## src/rtl/core/sgrf_pkg.sv

```systemverilog
// Shared types and constants for the sensor glitch rejection filter.
// No dependencies; every other file in rtl/core but sgrf_skid refers to it by scoped names.
package sgrf_pkg;

    // Configuration register widths
    localparam int GLITCH_LIMIT_W = 17;
    localparam int TEMP_CFG_W     = 18;
    localparam int HUM_CFG_W      = 17;
    localparam int CFG_DATA_W     = 18;
    localparam int CFG_INDEX_W    = 3;

    // Configuration register indexes
    localparam logic [CFG_INDEX_W-1:0] REG_GLITCH_LIMIT = 3'd0;
    localparam logic [CFG_INDEX_W-1:0] REG_TEMP_LOW     = 3'd1;
    localparam logic [CFG_INDEX_W-1:0] REG_TEMP_HIGH    = 3'd2;
    localparam logic [CFG_INDEX_W-1:0] REG_HUM_LOW      = 3'd3;
    localparam logic [CFG_INDEX_W-1:0] REG_HUM_HIGH     = 3'd4;

    // Configuration reset values
    localparam logic [GLITCH_LIMIT_W-1:0]    GLITCH_LIMIT_RST = 17'd2000;
    localparam logic signed [TEMP_CFG_W-1:0] TEMP_LOW_RST     = 18'sd10000;
    localparam logic signed [TEMP_CFG_W-1:0] TEMP_HIGH_RST    = 18'sd30000;
    localparam logic [HUM_CFG_W-1:0]         HUM_LOW_RST      = 17'd0;
    localparam logic [HUM_CFG_W-1:0]         HUM_HIGH_RST     = 17'd100000;

    // Held values and means before the first accepted round
    localparam int HELD_RESET = -127000;

    // Per-round verdict flags passed from the merge stage to the output side
    typedef struct packed {
        logic cooler_ready;
        logic room_ready;
        logic cooler_rejected;
        logic lower_rejected;
        logic upper_rejected;
        logic any_error;
    } flags_t;

endpackage

```

## src/rtl/core/sgrf_lane.sv

```systemverilog
// One change-check lane: tests two readings against their held values.
// Uses sgrf_pkg for the glitch limit width.
module sgrf_lane #(
    parameter int VW = 18
) (
    input  logic [sgrf_pkg::GLITCH_LIMIT_W-1:0] limit,
    input  logic signed [VW-1:0]                held_a,
    input  logic signed [VW-1:0]                held_b,
    input  logic signed [VW-1:0]                now_a,
    input  logic signed [VW-1:0]                now_b,
    output logic                                pass
);

    localparam int DW = VW + 1;
    localparam int CW = (DW > sgrf_pkg::GLITCH_LIMIT_W) ? DW : sgrf_pkg::GLITCH_LIMIT_W;

    logic signed [DW-1:0] diff_a;
    logic signed [DW-1:0] diff_b;
    logic [DW-1:0]        mag_a;
    logic [DW-1:0]        mag_b;
    logic [CW-1:0]        lim_w;

    always_comb
    begin
        diff_a = DW'(now_a) - DW'(held_a);
        diff_b = DW'(now_b) - DW'(held_b);
        // difference never reaches the most negative code, so negation is safe
        mag_a  = diff_a[DW-1] ? DW'(-diff_a) : DW'(diff_a);
        mag_b  = diff_b[DW-1] ? DW'(-diff_b) : DW'(diff_b);
        lim_w  = CW'(limit);
        pass   = (CW'(mag_a) <= lim_w) && (CW'(mag_b) <= lim_w);
    end

endmodule

```

## src/rtl/core/sgrf_merge.sv

```systemverilog
// Merge stage: combines lane verdicts with priming checks, holds filter state.
// Uses sgrf_pkg (flags_t, config widths, reset constant).
module sgrf_merge #(
    parameter int SAMPLE_BITS = 18
) (
    input  logic                                  clk,
    input  logic                                  rst_n,
    input  logic                                  take,
    input  logic signed [SAMPLE_BITS-1:0]         upper_temp,
    input  logic [SAMPLE_BITS-2:0]                upper_hum,
    input  logic signed [SAMPLE_BITS-1:0]         lower_temp,
    input  logic [SAMPLE_BITS-2:0]                lower_hum,
    input  logic signed [SAMPLE_BITS-1:0]         cooler_in_temp,
    input  logic signed [SAMPLE_BITS-1:0]         cooler_out_temp,
    input  logic                                  cooler_available,
    input  logic                                  cooler_fresh,
    input  logic signed [sgrf_pkg::TEMP_CFG_W-1:0] temp_low,
    input  logic signed [sgrf_pkg::TEMP_CFG_W-1:0] temp_high,
    input  logic [sgrf_pkg::HUM_CFG_W-1:0]        hum_low,
    input  logic [sgrf_pkg::HUM_CFG_W-1:0]        hum_high,
    input  logic                                  upper_pass,
    input  logic                                  lower_pass,
    input  logic                                  cooler_pass,
    output logic signed [SAMPLE_BITS-1:0]         cur_upper_temp,
    output logic [SAMPLE_BITS-2:0]                cur_upper_hum,
    output logic signed [SAMPLE_BITS-1:0]         cur_lower_temp,
    output logic [SAMPLE_BITS-2:0]                cur_lower_hum,
    output logic signed [SAMPLE_BITS-1:0]         cur_cooler_in,
    output logic signed [SAMPLE_BITS-1:0]         cur_cooler_out,
    output sgrf_pkg::flags_t                      flags,
    output logic signed [SAMPLE_BITS-1:0]         res_mean_temp,
    output logic signed [SAMPLE_BITS-1:0]         res_mean_hum,
    output logic signed [SAMPLE_BITS-1:0]         res_upper_temp,
    output logic signed [SAMPLE_BITS-1:0]         res_lower_temp,
    output logic signed [SAMPLE_BITS-1:0]         res_cooler_in,
    output logic signed [SAMPLE_BITS-1:0]         res_cooler_out
);

    localparam int SW1 = SAMPLE_BITS + 1;
    localparam int TW  = (SAMPLE_BITS > sgrf_pkg::TEMP_CFG_W) ? SAMPLE_BITS
                                                              : sgrf_pkg::TEMP_CFG_W;
    localparam int HW  = (SAMPLE_BITS - 1 > sgrf_pkg::HUM_CFG_W) ? SAMPLE_BITS - 1
                                                                 : sgrf_pkg::HUM_CFG_W;
    localparam logic signed [SAMPLE_BITS-1:0] HELD_INIT = SAMPLE_BITS'(sgrf_pkg::HELD_RESET);

    logic                          room_primed_reg,   room_primed_next;
    logic                          cooler_primed_reg, cooler_primed_next;
    logic signed [SAMPLE_BITS-1:0] upper_temp_reg,    upper_temp_next;
    logic [SAMPLE_BITS-2:0]        upper_hum_reg,     upper_hum_next;
    logic signed [SAMPLE_BITS-1:0] lower_temp_reg,    lower_temp_next;
    logic [SAMPLE_BITS-2:0]        lower_hum_reg,     lower_hum_next;
    logic signed [SAMPLE_BITS-1:0] cooler_in_reg,     cooler_in_next;
    logic signed [SAMPLE_BITS-1:0] cooler_out_reg,    cooler_out_next;
    logic signed [SAMPLE_BITS-1:0] avg_temp_reg,      avg_temp_next;
    logic signed [SAMPLE_BITS-1:0] avg_hum_reg,       avg_hum_next;

    logic signed [TW-1:0]  ut_w, lt_w, tlo_w, thi_w;
    logic [HW-1:0]         uh_w, lh_w, hlo_w, hhi_w;
    logic                  room_ok, cooler_ok;
    logic                  up_rej, lo_rej, co_rej;
    logic signed [SW1-1:0] temp_sum;
    logic [SAMPLE_BITS-1:0] hum_sum;

    always_comb
    begin
        ut_w  = TW'(upper_temp);
        lt_w  = TW'(lower_temp);
        tlo_w = TW'(temp_low);
        thi_w = TW'(temp_high);
        uh_w  = HW'(upper_hum);
        lh_w  = HW'(lower_hum);
        hlo_w = HW'(hum_low);
        hhi_w = HW'(hum_high);

        room_ok = (ut_w > tlo_w) && (ut_w < thi_w) && (lt_w > tlo_w) && (lt_w < thi_w) &&
                  (uh_w > hlo_w) && (uh_w < hhi_w) && (lh_w > hlo_w) && (lh_w < hhi_w);

        cooler_ok = cooler_available && cooler_fresh &&
                    !cooler_in_temp[SAMPLE_BITS-1] && (|cooler_in_temp) &&
                    !cooler_out_temp[SAMPLE_BITS-1] && (|cooler_out_temp);

        if (!room_primed_reg)
        begin
            up_rej = !room_ok;
            lo_rej = !room_ok;
        end
        else
        begin
            up_rej = !upper_pass;
            lo_rej = !lower_pass;
        end

        if (!cooler_primed_reg)
            co_rej = !cooler_ok;
        else
            co_rej = !(cooler_available && cooler_pass);

        // both room pairs pass: the new held values are this round's readings
        temp_sum = SW1'(upper_temp) + SW1'(lower_temp);
        hum_sum  = SAMPLE_BITS'(upper_hum) + SAMPLE_BITS'(lower_hum);

        room_primed_next   = room_primed_reg | room_ok;
        cooler_primed_next = cooler_primed_reg | cooler_ok;
        upper_temp_next    = up_rej ? upper_temp_reg : upper_temp;
        upper_hum_next     = up_rej ? upper_hum_reg  : upper_hum;
        lower_temp_next    = lo_rej ? lower_temp_reg : lower_temp;
        lower_hum_next     = lo_rej ? lower_hum_reg  : lower_hum;
        cooler_in_next     = co_rej ? cooler_in_reg  : cooler_in_temp;
        cooler_out_next    = co_rej ? cooler_out_reg : cooler_out_temp;
        avg_temp_next      = (up_rej || lo_rej) ? avg_temp_reg : temp_sum[SAMPLE_BITS:1];
        avg_hum_next       = (up_rej || lo_rej) ? avg_hum_reg
                                                : {1'b0, hum_sum[SAMPLE_BITS-1:1]};
    end

    always_ff @(posedge clk or negedge rst_n)
    begin
        if (!rst_n)
        begin
            room_primed_reg   <= 1'b0;
            cooler_primed_reg <= 1'b0;
            upper_temp_reg    <= HELD_INIT;
            lower_temp_reg    <= HELD_INIT;
            cooler_in_reg     <= HELD_INIT;
            cooler_out_reg    <= HELD_INIT;
            avg_temp_reg      <= HELD_INIT;
            avg_hum_reg       <= HELD_INIT;
        end
        else if (take)
        begin
            room_primed_reg   <= room_primed_next;
            cooler_primed_reg <= cooler_primed_next;
            upper_temp_reg    <= upper_temp_next;
            lower_temp_reg    <= lower_temp_next;
            cooler_in_reg     <= cooler_in_next;
            cooler_out_reg    <= cooler_out_next;
            avg_temp_reg      <= avg_temp_next;
            avg_hum_reg       <= avg_hum_next;
        end
    end

    // held humidities are only read after priming has loaded them
    always_ff @(posedge clk)
    begin
        if (take)
        begin
            upper_hum_reg <= upper_hum_next;
            lower_hum_reg <= lower_hum_next;
        end
    end

    assign cur_upper_temp = upper_temp_reg;
    assign cur_upper_hum  = upper_hum_reg;
    assign cur_lower_temp = lower_temp_reg;
    assign cur_lower_hum  = lower_hum_reg;
    assign cur_cooler_in  = cooler_in_reg;
    assign cur_cooler_out = cooler_out_reg;

    assign flags.any_error       = up_rej | lo_rej | co_rej;
    assign flags.upper_rejected  = up_rej;
    assign flags.lower_rejected  = lo_rej;
    assign flags.cooler_rejected = co_rej;
    assign flags.room_ready      = room_primed_next;
    assign flags.cooler_ready    = cooler_primed_next;

    assign res_mean_temp  = avg_temp_next;
    assign res_mean_hum   = avg_hum_next;
    assign res_upper_temp = upper_temp_next;
    assign res_lower_temp = lower_temp_next;
    assign res_cooler_in  = cooler_in_next;
    assign res_cooler_out = cooler_out_next;

endmodule

```

## src/rtl/core/sgrf_skid.sv

```systemverilog
// Two-entry output buffer: output register plus skid register.
// Standalone; no package dependency.
module sgrf_skid #(
    parameter int W = 120
) (
    input  logic         clk,
    input  logic         rst_n,
    input  logic         in_valid,
    output logic         in_ready,
    input  logic [W-1:0] in_data,
    output logic         out_valid,
    input  logic         out_ready,
    output logic [W-1:0] out_data
);

    logic         out_valid_reg,  out_valid_next;
    logic [W-1:0] out_data_reg,   out_data_next;
    logic         skid_valid_reg, skid_valid_next;
    logic [W-1:0] skid_data_reg,  skid_data_next;
    logic         push, pop;

    assign in_ready = !skid_valid_reg;
    assign push     = in_valid && !skid_valid_reg;
    assign pop      = out_valid_reg && out_ready;

    always_comb
    begin
        out_valid_next  = out_valid_reg;
        out_data_next   = out_data_reg;
        skid_valid_next = skid_valid_reg;
        skid_data_next  = skid_data_reg;
        if (pop)
        begin
            if (skid_valid_reg)
            begin
                out_data_next   = skid_data_reg;
                skid_valid_next = 1'b0;
            end
            else
                out_valid_next = 1'b0;
        end
        if (push)
        begin
            if (!out_valid_reg || pop)
            begin
                out_data_next  = in_data;
                out_valid_next = 1'b1;
            end
            else
            begin
                skid_data_next  = in_data;
                skid_valid_next = 1'b1;
            end
        end
    end

    always_ff @(posedge clk or negedge rst_n)
    begin
        if (!rst_n)
        begin
            out_valid_reg  <= 1'b0;
            skid_valid_reg <= 1'b0;
        end
        else
        begin
            out_valid_reg  <= out_valid_next;
            skid_valid_reg <= skid_valid_next;
        end
    end

    always_ff @(posedge clk)
    begin
        out_data_reg  <= out_data_next;
        skid_data_reg <= skid_data_next;
    end

    assign out_valid = out_valid_reg;
    assign out_data  = out_data_reg;

endmodule

```

## src/rtl/core/sensor_glitch_rejection_filter.sv

```systemverilog
// Top level of the sensor glitch rejection filter: config registers, three
// check lanes, merge stage and output buffer. Uses sgrf_pkg, sgrf_lane,
// sgrf_merge and sgrf_skid.
//
//  Channel   Dir  Handshake           Payload
//  s_*       in   s_tvalid/s_tready   s_tdata: readings, s_tuser: cooler flags
//  m_*       out  m_tvalid/m_tready   m_tdata: verdict flags, means, held values
//  cfg_*     in   cfg_valid/cfg_ready cfg_index, cfg_data
//
// One sampling round per cycle while s_tready is high; each result is formed
// combinationally by the merge logic and registered in the output buffer.
// s_tready drops only when both output entries are full (m_tready low for two
// results); cfg_ready is always high.
// Reset clears priming state, loads register defaults and empties the buffer.
module sensor_glitch_rejection_filter #(
    parameter int SAMPLE_BITS = 18
) (
    input  logic                                   clk,
    input  logic                                   rst_n,
    input  logic                                   s_tvalid,
    output logic                                   s_tready,
    // upper_temp, upper_hum, lower_temp, lower_hum, cooler_in_temp,
    // cooler_out_temp, zero pad
    input  logic [((6*SAMPLE_BITS-2+7)/8)*8-1:0]   s_tdata,
    // cooler_available, cooler_fresh
    input  logic [1:0]                             s_tuser,
    output logic                                   m_tvalid,
    input  logic                                   m_tready,
    // any_error, upper_rejected, lower_rejected, cooler_rejected, room_ready,
    // cooler_ready, mean_temp, mean_hum, held_upper_temp, held_lower_temp,
    // held_cooler_in, held_cooler_out, zero pad
    output logic [((6*SAMPLE_BITS+6+7)/8)*8-1:0]   m_tdata,
    input  logic                                   cfg_valid,
    output logic                                   cfg_ready,
    input  logic [sgrf_pkg::CFG_INDEX_W-1:0]       cfg_index,
    input  logic [sgrf_pkg::CFG_DATA_W-1:0]        cfg_data
);

    localparam int S     = SAMPLE_BITS;
    localparam int OUT_W = ((6*SAMPLE_BITS+6+7)/8)*8;

    logic [sgrf_pkg::GLITCH_LIMIT_W-1:0]   glitch_limit_reg;
    logic signed [sgrf_pkg::TEMP_CFG_W-1:0] temp_low_reg;
    logic signed [sgrf_pkg::TEMP_CFG_W-1:0] temp_high_reg;
    logic [sgrf_pkg::HUM_CFG_W-1:0]        hum_low_reg;
    logic [sgrf_pkg::HUM_CFG_W-1:0]        hum_high_reg;

    logic signed [S-1:0] upper_temp, lower_temp, cooler_in_temp, cooler_out_temp;
    logic [S-2:0]        upper_hum, lower_hum;
    logic                take;

    logic signed [S-1:0] cur_upper_temp, cur_lower_temp, cur_cooler_in, cur_cooler_out;
    logic [S-2:0]        cur_upper_hum, cur_lower_hum;
    logic                upper_pass, lower_pass, cooler_pass;

    sgrf_pkg::flags_t    flags;
    logic signed [S-1:0] res_mean_temp, res_mean_hum;
    logic signed [S-1:0] res_upper_temp, res_lower_temp, res_cooler_in, res_cooler_out;
    logic [OUT_W-1:0]    res_vec;

    // configuration writes
    assign cfg_ready = 1'b1;

    always_ff @(posedge clk or negedge rst_n)
    begin
        if (!rst_n)
        begin
            glitch_limit_reg <= sgrf_pkg::GLITCH_LIMIT_RST;
            temp_low_reg     <= sgrf_pkg::TEMP_LOW_RST;
            temp_high_reg    <= sgrf_pkg::TEMP_HIGH_RST;
            hum_low_reg      <= sgrf_pkg::HUM_LOW_RST;
            hum_high_reg     <= sgrf_pkg::HUM_HIGH_RST;
        end
        else if (cfg_valid)
        begin
            unique case (cfg_index)
                sgrf_pkg::REG_GLITCH_LIMIT:
                    glitch_limit_reg <= cfg_data[sgrf_pkg::GLITCH_LIMIT_W-1:0];
                sgrf_pkg::REG_TEMP_LOW:
                    temp_low_reg <= cfg_data[sgrf_pkg::TEMP_CFG_W-1:0];
                sgrf_pkg::REG_TEMP_HIGH:
                    temp_high_reg <= cfg_data[sgrf_pkg::TEMP_CFG_W-1:0];
                sgrf_pkg::REG_HUM_LOW:
                    hum_low_reg <= cfg_data[sgrf_pkg::HUM_CFG_W-1:0];
                sgrf_pkg::REG_HUM_HIGH:
                    hum_high_reg <= cfg_data[sgrf_pkg::HUM_CFG_W-1:0];
                default:
                    ;
            endcase
        end
    end

    // request unpacking
    assign upper_temp      = s_tdata[0 +: S];
    assign upper_hum       = s_tdata[S +: S-1];
    assign lower_temp      = s_tdata[2*S-1 +: S];
    assign lower_hum       = s_tdata[3*S-1 +: S-1];
    assign cooler_in_temp  = s_tdata[4*S-2 +: S];
    assign cooler_out_temp = s_tdata[5*S-2 +: S];

    assign take = s_tvalid && s_tready;

    // change-check lanes, one per reading pair
    sgrf_lane #(.VW(S)) u_lane_upper (
        .limit  (glitch_limit_reg),
        .held_a (cur_upper_temp),
        .held_b ($signed(S'(cur_upper_hum))),
        .now_a  (upper_temp),
        .now_b  ($signed(S'(upper_hum))),
        .pass   (upper_pass)
    );

    sgrf_lane #(.VW(S)) u_lane_lower (
        .limit  (glitch_limit_reg),
        .held_a (cur_lower_temp),
        .held_b ($signed(S'(cur_lower_hum))),
        .now_a  (lower_temp),
        .now_b  ($signed(S'(lower_hum))),
        .pass   (lower_pass)
    );

    sgrf_lane #(.VW(S)) u_lane_cooler (
        .limit  (glitch_limit_reg),
        .held_a (cur_cooler_in),
        .held_b (cur_cooler_out),
        .now_a  (cooler_in_temp),
        .now_b  (cooler_out_temp),
        .pass   (cooler_pass)
    );

    sgrf_merge #(.SAMPLE_BITS(S)) u_merge (
        .clk              (clk),
        .rst_n            (rst_n),
        .take             (take),
        .upper_temp       (upper_temp),
        .upper_hum        (upper_hum),
        .lower_temp       (lower_temp),
        .lower_hum        (lower_hum),
        .cooler_in_temp   (cooler_in_temp),
        .cooler_out_temp  (cooler_out_temp),
        .cooler_available (s_tuser[0]),
        .cooler_fresh     (s_tuser[1]),
        .temp_low         (temp_low_reg),
        .temp_high        (temp_high_reg),
        .hum_low          (hum_low_reg),
        .hum_high         (hum_high_reg),
        .upper_pass       (upper_pass),
        .lower_pass       (lower_pass),
        .cooler_pass      (cooler_pass),
        .cur_upper_temp   (cur_upper_temp),
        .cur_upper_hum    (cur_upper_hum),
        .cur_lower_temp   (cur_lower_temp),
        .cur_lower_hum    (cur_lower_hum),
        .cur_cooler_in    (cur_cooler_in),
        .cur_cooler_out   (cur_cooler_out),
        .flags            (flags),
        .res_mean_temp    (res_mean_temp),
        .res_mean_hum     (res_mean_hum),
        .res_upper_temp   (res_upper_temp),
        .res_lower_temp   (res_lower_temp),
        .res_cooler_in    (res_cooler_in),
        .res_cooler_out   (res_cooler_out)
    );

    // result packing, first field in the low bits, zero pad on top
    assign res_vec = OUT_W'({res_cooler_out, res_cooler_in, res_lower_temp,
                             res_upper_temp, res_mean_hum, res_mean_temp,
                             flags.cooler_ready, flags.room_ready,
                             flags.cooler_rejected, flags.lower_rejected,
                             flags.upper_rejected, flags.any_error});

    sgrf_skid #(.W(OUT_W)) u_skid (
        .clk       (clk),
        .rst_n     (rst_n),
        .in_valid  (s_tvalid),
        .in_ready  (s_tready),
        .in_data   (res_vec),
        .out_valid (m_tvalid),
        .out_ready (m_tready),
        .out_data  (m_tdata)
    );

endmodule

```

## config.mk

```make
export PLATFORM = sky130hd
export DESIGN_NAME = sensor_glitch_rejection_filter
export DESIGN_NICKNAME = d
export VERILOG_FILES = /design/src/rtl/core/sgrf_pkg.sv /design/src/rtl/core/sgrf_lane.sv /design/src/rtl/core/sgrf_merge.sv /design/src/rtl/core/sgrf_skid.sv /design/src/rtl/core/sensor_glitch_rejection_filter.sv
export SDC_FILE = /design/constraint.sdc
export NUM_CORES = 2
export LEC_CHECK = 0
export BUFFER_PORTS_ARGS = -buffer_cell sky130_fd_sc_hd__buf_2
export CORE_MARGIN = 5
export CORE_UTILIZATION = 39
export DETAILED_ROUTE_END_ITERATION = 12
export HOLD_SLACK_MARGIN = 0.12
export PLACE_DENSITY = 0.58
export SYNTH_ARGS = -nofsm -noshare
export SYNTH_HDL_FRONTEND = slang
export SYNTH_HIERARCHICAL = 1
export SYNTH_SLANG_ARGS = --single-unit
```

## constraint.sdc

```tcl
create_clock -name clk -period 14.66 [get_ports clk]
set_input_delay 4.398 -clock clk [delete_from_list [all_inputs] [get_ports clk]]
set_output_delay 4.398 -clock clk [all_outputs]
set_load 0.01 [all_outputs]
```

==> summary.md <==
| Metric | Value |
|---|---|
| Status | completed |
| Clk_lat worst skew | 0.63 ns |
| H-tree levels | 2 |
| #FFs+latches synth | 473 |
| Area Overhead vs Synth | 12.4% |
| Critical path required time | 15.20 ns |
| DR vias/cell | 5.53 |
| First-pass GRT wire length | 163 mm |
| Commonest non-fill, non-tap cell in the layout | nand2_1 |
| Pwr per Cell Area | 177 nW/um2 |
| Sequential area share after synthesis | 0.351 |
| Crit path max fanout | 39 |
| Main synth FF type | edfxtp_1 |
| Final setup fails | 0 |
| Die W | 307 um |
| CP arrival | 12.11 ns |
| Final Net Count | 4520 |
| Mapped Cells | 3777 |
| Worst hold margin | 0.462 ns |
| Fin area | 38800 um2 |
| Initial antenna violation count | 2 |
| Final wirelength | 106 mm |
| Clock tree buffer depth | 3 |
| Number of global-route vias before repair | 28216 |
| Post-Route Utilization | 0.440 |
| IO buf count | 255 |
| TritonCTS buffer count | 55 |
| Total Power | 6.85 mW |
| Clock transition at path regs | 0.06 ns |
| All-Layer GR Usage | 0.216 |
| Fin. max-slew vios | 0 |
| Fin crit period | 11.57 ns |
| Antenna viol nets, final | 0 |
| Async set-reset flop share out of synthesis | 0.421 |
| Slew @ Worst Pin | 1.15 ns |
| Endpoints failing hold | 0 |
| Synth Cell Area | 34500 um2 |
| Post-synth EDFFs | 154 |
| Setup repair bufs after CTS | 0 |
| Reg2Reg Depth | 27 |
| FF+latch area | 12100 um2 |
| Min-Delay Path Class | flop to flop |
| CTS tree | built |
| I/O Pins | 263 |
| Leakage | 17.1 nW |
| Residual DRC | 0 |
| Slew HR | 0.236 |
| Syn avg cell area | 9.14 um2 |
| Multi-input logic area | 20600 um2 |
| Count of hold-fix buffers inserted at cts | 0 |
| Fmax | 86.4 MHz |
| DR WL/cell | 20.3 um |
| Setup ws final | 3.09 ns |
| DIE AREA | 94500 um2 |
| Vert. Die Dim | 307 um |
| CP Capture Type | flop |
| Layout fillers | 8766 |
| Worst Setup EP | u_skid/out_data[61] |
| Largest net degree at the start of global routing | 90 |
| Reg2Reg Launch Point | u_merge/cur_lower_hum[0] |
| FF-to-FF End | u_skid/out_data[61] |
| Max cap viols | 0 |
| Final Skew | 0.0421 ns |
| Clock Sinks | 473 |
| Iter 0 DRT Violations | 1823 |
| Unique masters post-synth | 107 |
| Num rows | 109 |
| Post-Place Cells | 5095 |
| Yosys warnings | 6 |
| Finished Layout Cells | 5199 |
| Startpoint types | input pin |
| Post-DP Area | 36800 um2 |
| RSZ-0062 raised after global routing | no |
| Setup TNS Final | 0 ns |
| Ant diodes | 0 |
| Final Wtd Congestion | 0.878 |
| CP max stage cell | a31oi_1 |
| R2R setup slack | 6.85 ns |
| Starting Density | 0.392 |
| Total grt overflow | 0 |
| Vias | 28766 |
| Clk root buf | clkbuf_16 |
| Fin crit share | 0.789 |
| Critical path class | input pin to flop |
| Pre-antenna DRT Iters | 6 |
| Most frequent cells in the layout | nand2_1 (419), ha_1 (385), inv_1 (321) |
| Area of the core | 88100 um2 |
| Peak supply drop | 0.000113 V |
| CP max stage delay | 0.83 ns |
| Setup crit start | s_tdata[53] |
| Dpl ws | 2.56 ns |
| DP HPWL | 78.2 mm |
| Fraction of layout cells with a size suffix above 1 | 0.175 |
| Post-CTS Resized | 0 |
| Hold-critical path depth | 2 |
Yosys cell counts, types with 22 or more instances:
master    instances  area [um2]
dfxtp_1         120        2400
nand2_1         419        1570
o21ai_0         120         601
o311ai_0         22         193
buf_2            22         110
ha_1            385        4820
and2_1           22         138
xnor2_1         120        1050
nand4_1          45         282
a211oi_1         31         233
dfstp_2          78        2050
mux2_2          184        2070
o211ai_1         34         255
clkbuf_1         80         300
mux2_1           28         315
edfxtp_1        154        4620
dfrtp_1         121        3030
a31oi_1         150         938
a21oi_1         194         971
nor2_1          292        1100
nor3_1          166         831
inv_1           321        1200
o21a_1           30         225
nand3_1          67         335
xor2_1           62         543
nor2b_1          39         244
a21o_1           83         623
metal layers:
metal	up-vias	global-route usage	share of wire
li1	14073	-	-
met1	13903	0.283	0.44
met2	639	0.373	0.48
met3	151	0.0311	0.046
met4	0	0.0604	0.029
met5	-	0	0
layout make-up:
class | instances | share of cell area
multi-input combinational | 2858 | 0.531
sequential | 473 | 0.312
clock buffer | 66 | 0.0379
tap | 1165 | 0.0376
timing repair buffer | 276 | 0.0372
inverter | 323 | 0.0313
clock inverter | 38 | 0.0132
kinds of logic after synthesis:
| group | synth area share |
|---|---|
| compound gates | 0.167 |
| xor+xnor | 0.0462 |
| fa+ha+maj | 0.144 |
| buf+inv | 0.0559 |
| flops | 0.351 |
| mux | 0.0724 |
| other cells | 0.000218 |
| simple gates | 0.163 |
worst min-delay path by stage:
stage                       startpoint                      end  slack [ns]
2_1_floorplan  u_merge/avg_hum_reg[17]  u_merge/avg_hum_reg[17]        0.44
3_3_place_gp   u_merge/avg_hum_reg[17]  u_merge/avg_hum_reg[17]        0.45
3_5_place_dp      u_skid/out_data[118]     u_skid/out_data[118]        0.46
4_1_cts           u_skid/out_data[118]     u_skid/out_data[118]        0.47
5_1_grt            u_skid/out_data[57]      u_skid/out_data[57]        0.49
6_report          u_skid/out_data[118]     u_skid/out_data[118]        0.46
worst max-delay path, delay by kind of cell:
kind | cells | cell delay, ns
adder cells (fa/ha/maj) | 3 | 0.74
XOR/XNOR | 1 | 0.18
AND/OR/NAND/NOR | 4 | 1.53
AO/OA/AOI/OAI | 18 | 4.80
buffers and inverters | 3 | 0.42
where the power goes:
group | internal [mW] | switching, mW
registers | 1.78 | 0.197
logic | 1.37 | 2.01
clock network | 0.911 | 0.595
(Power assumes the default switching activity.)
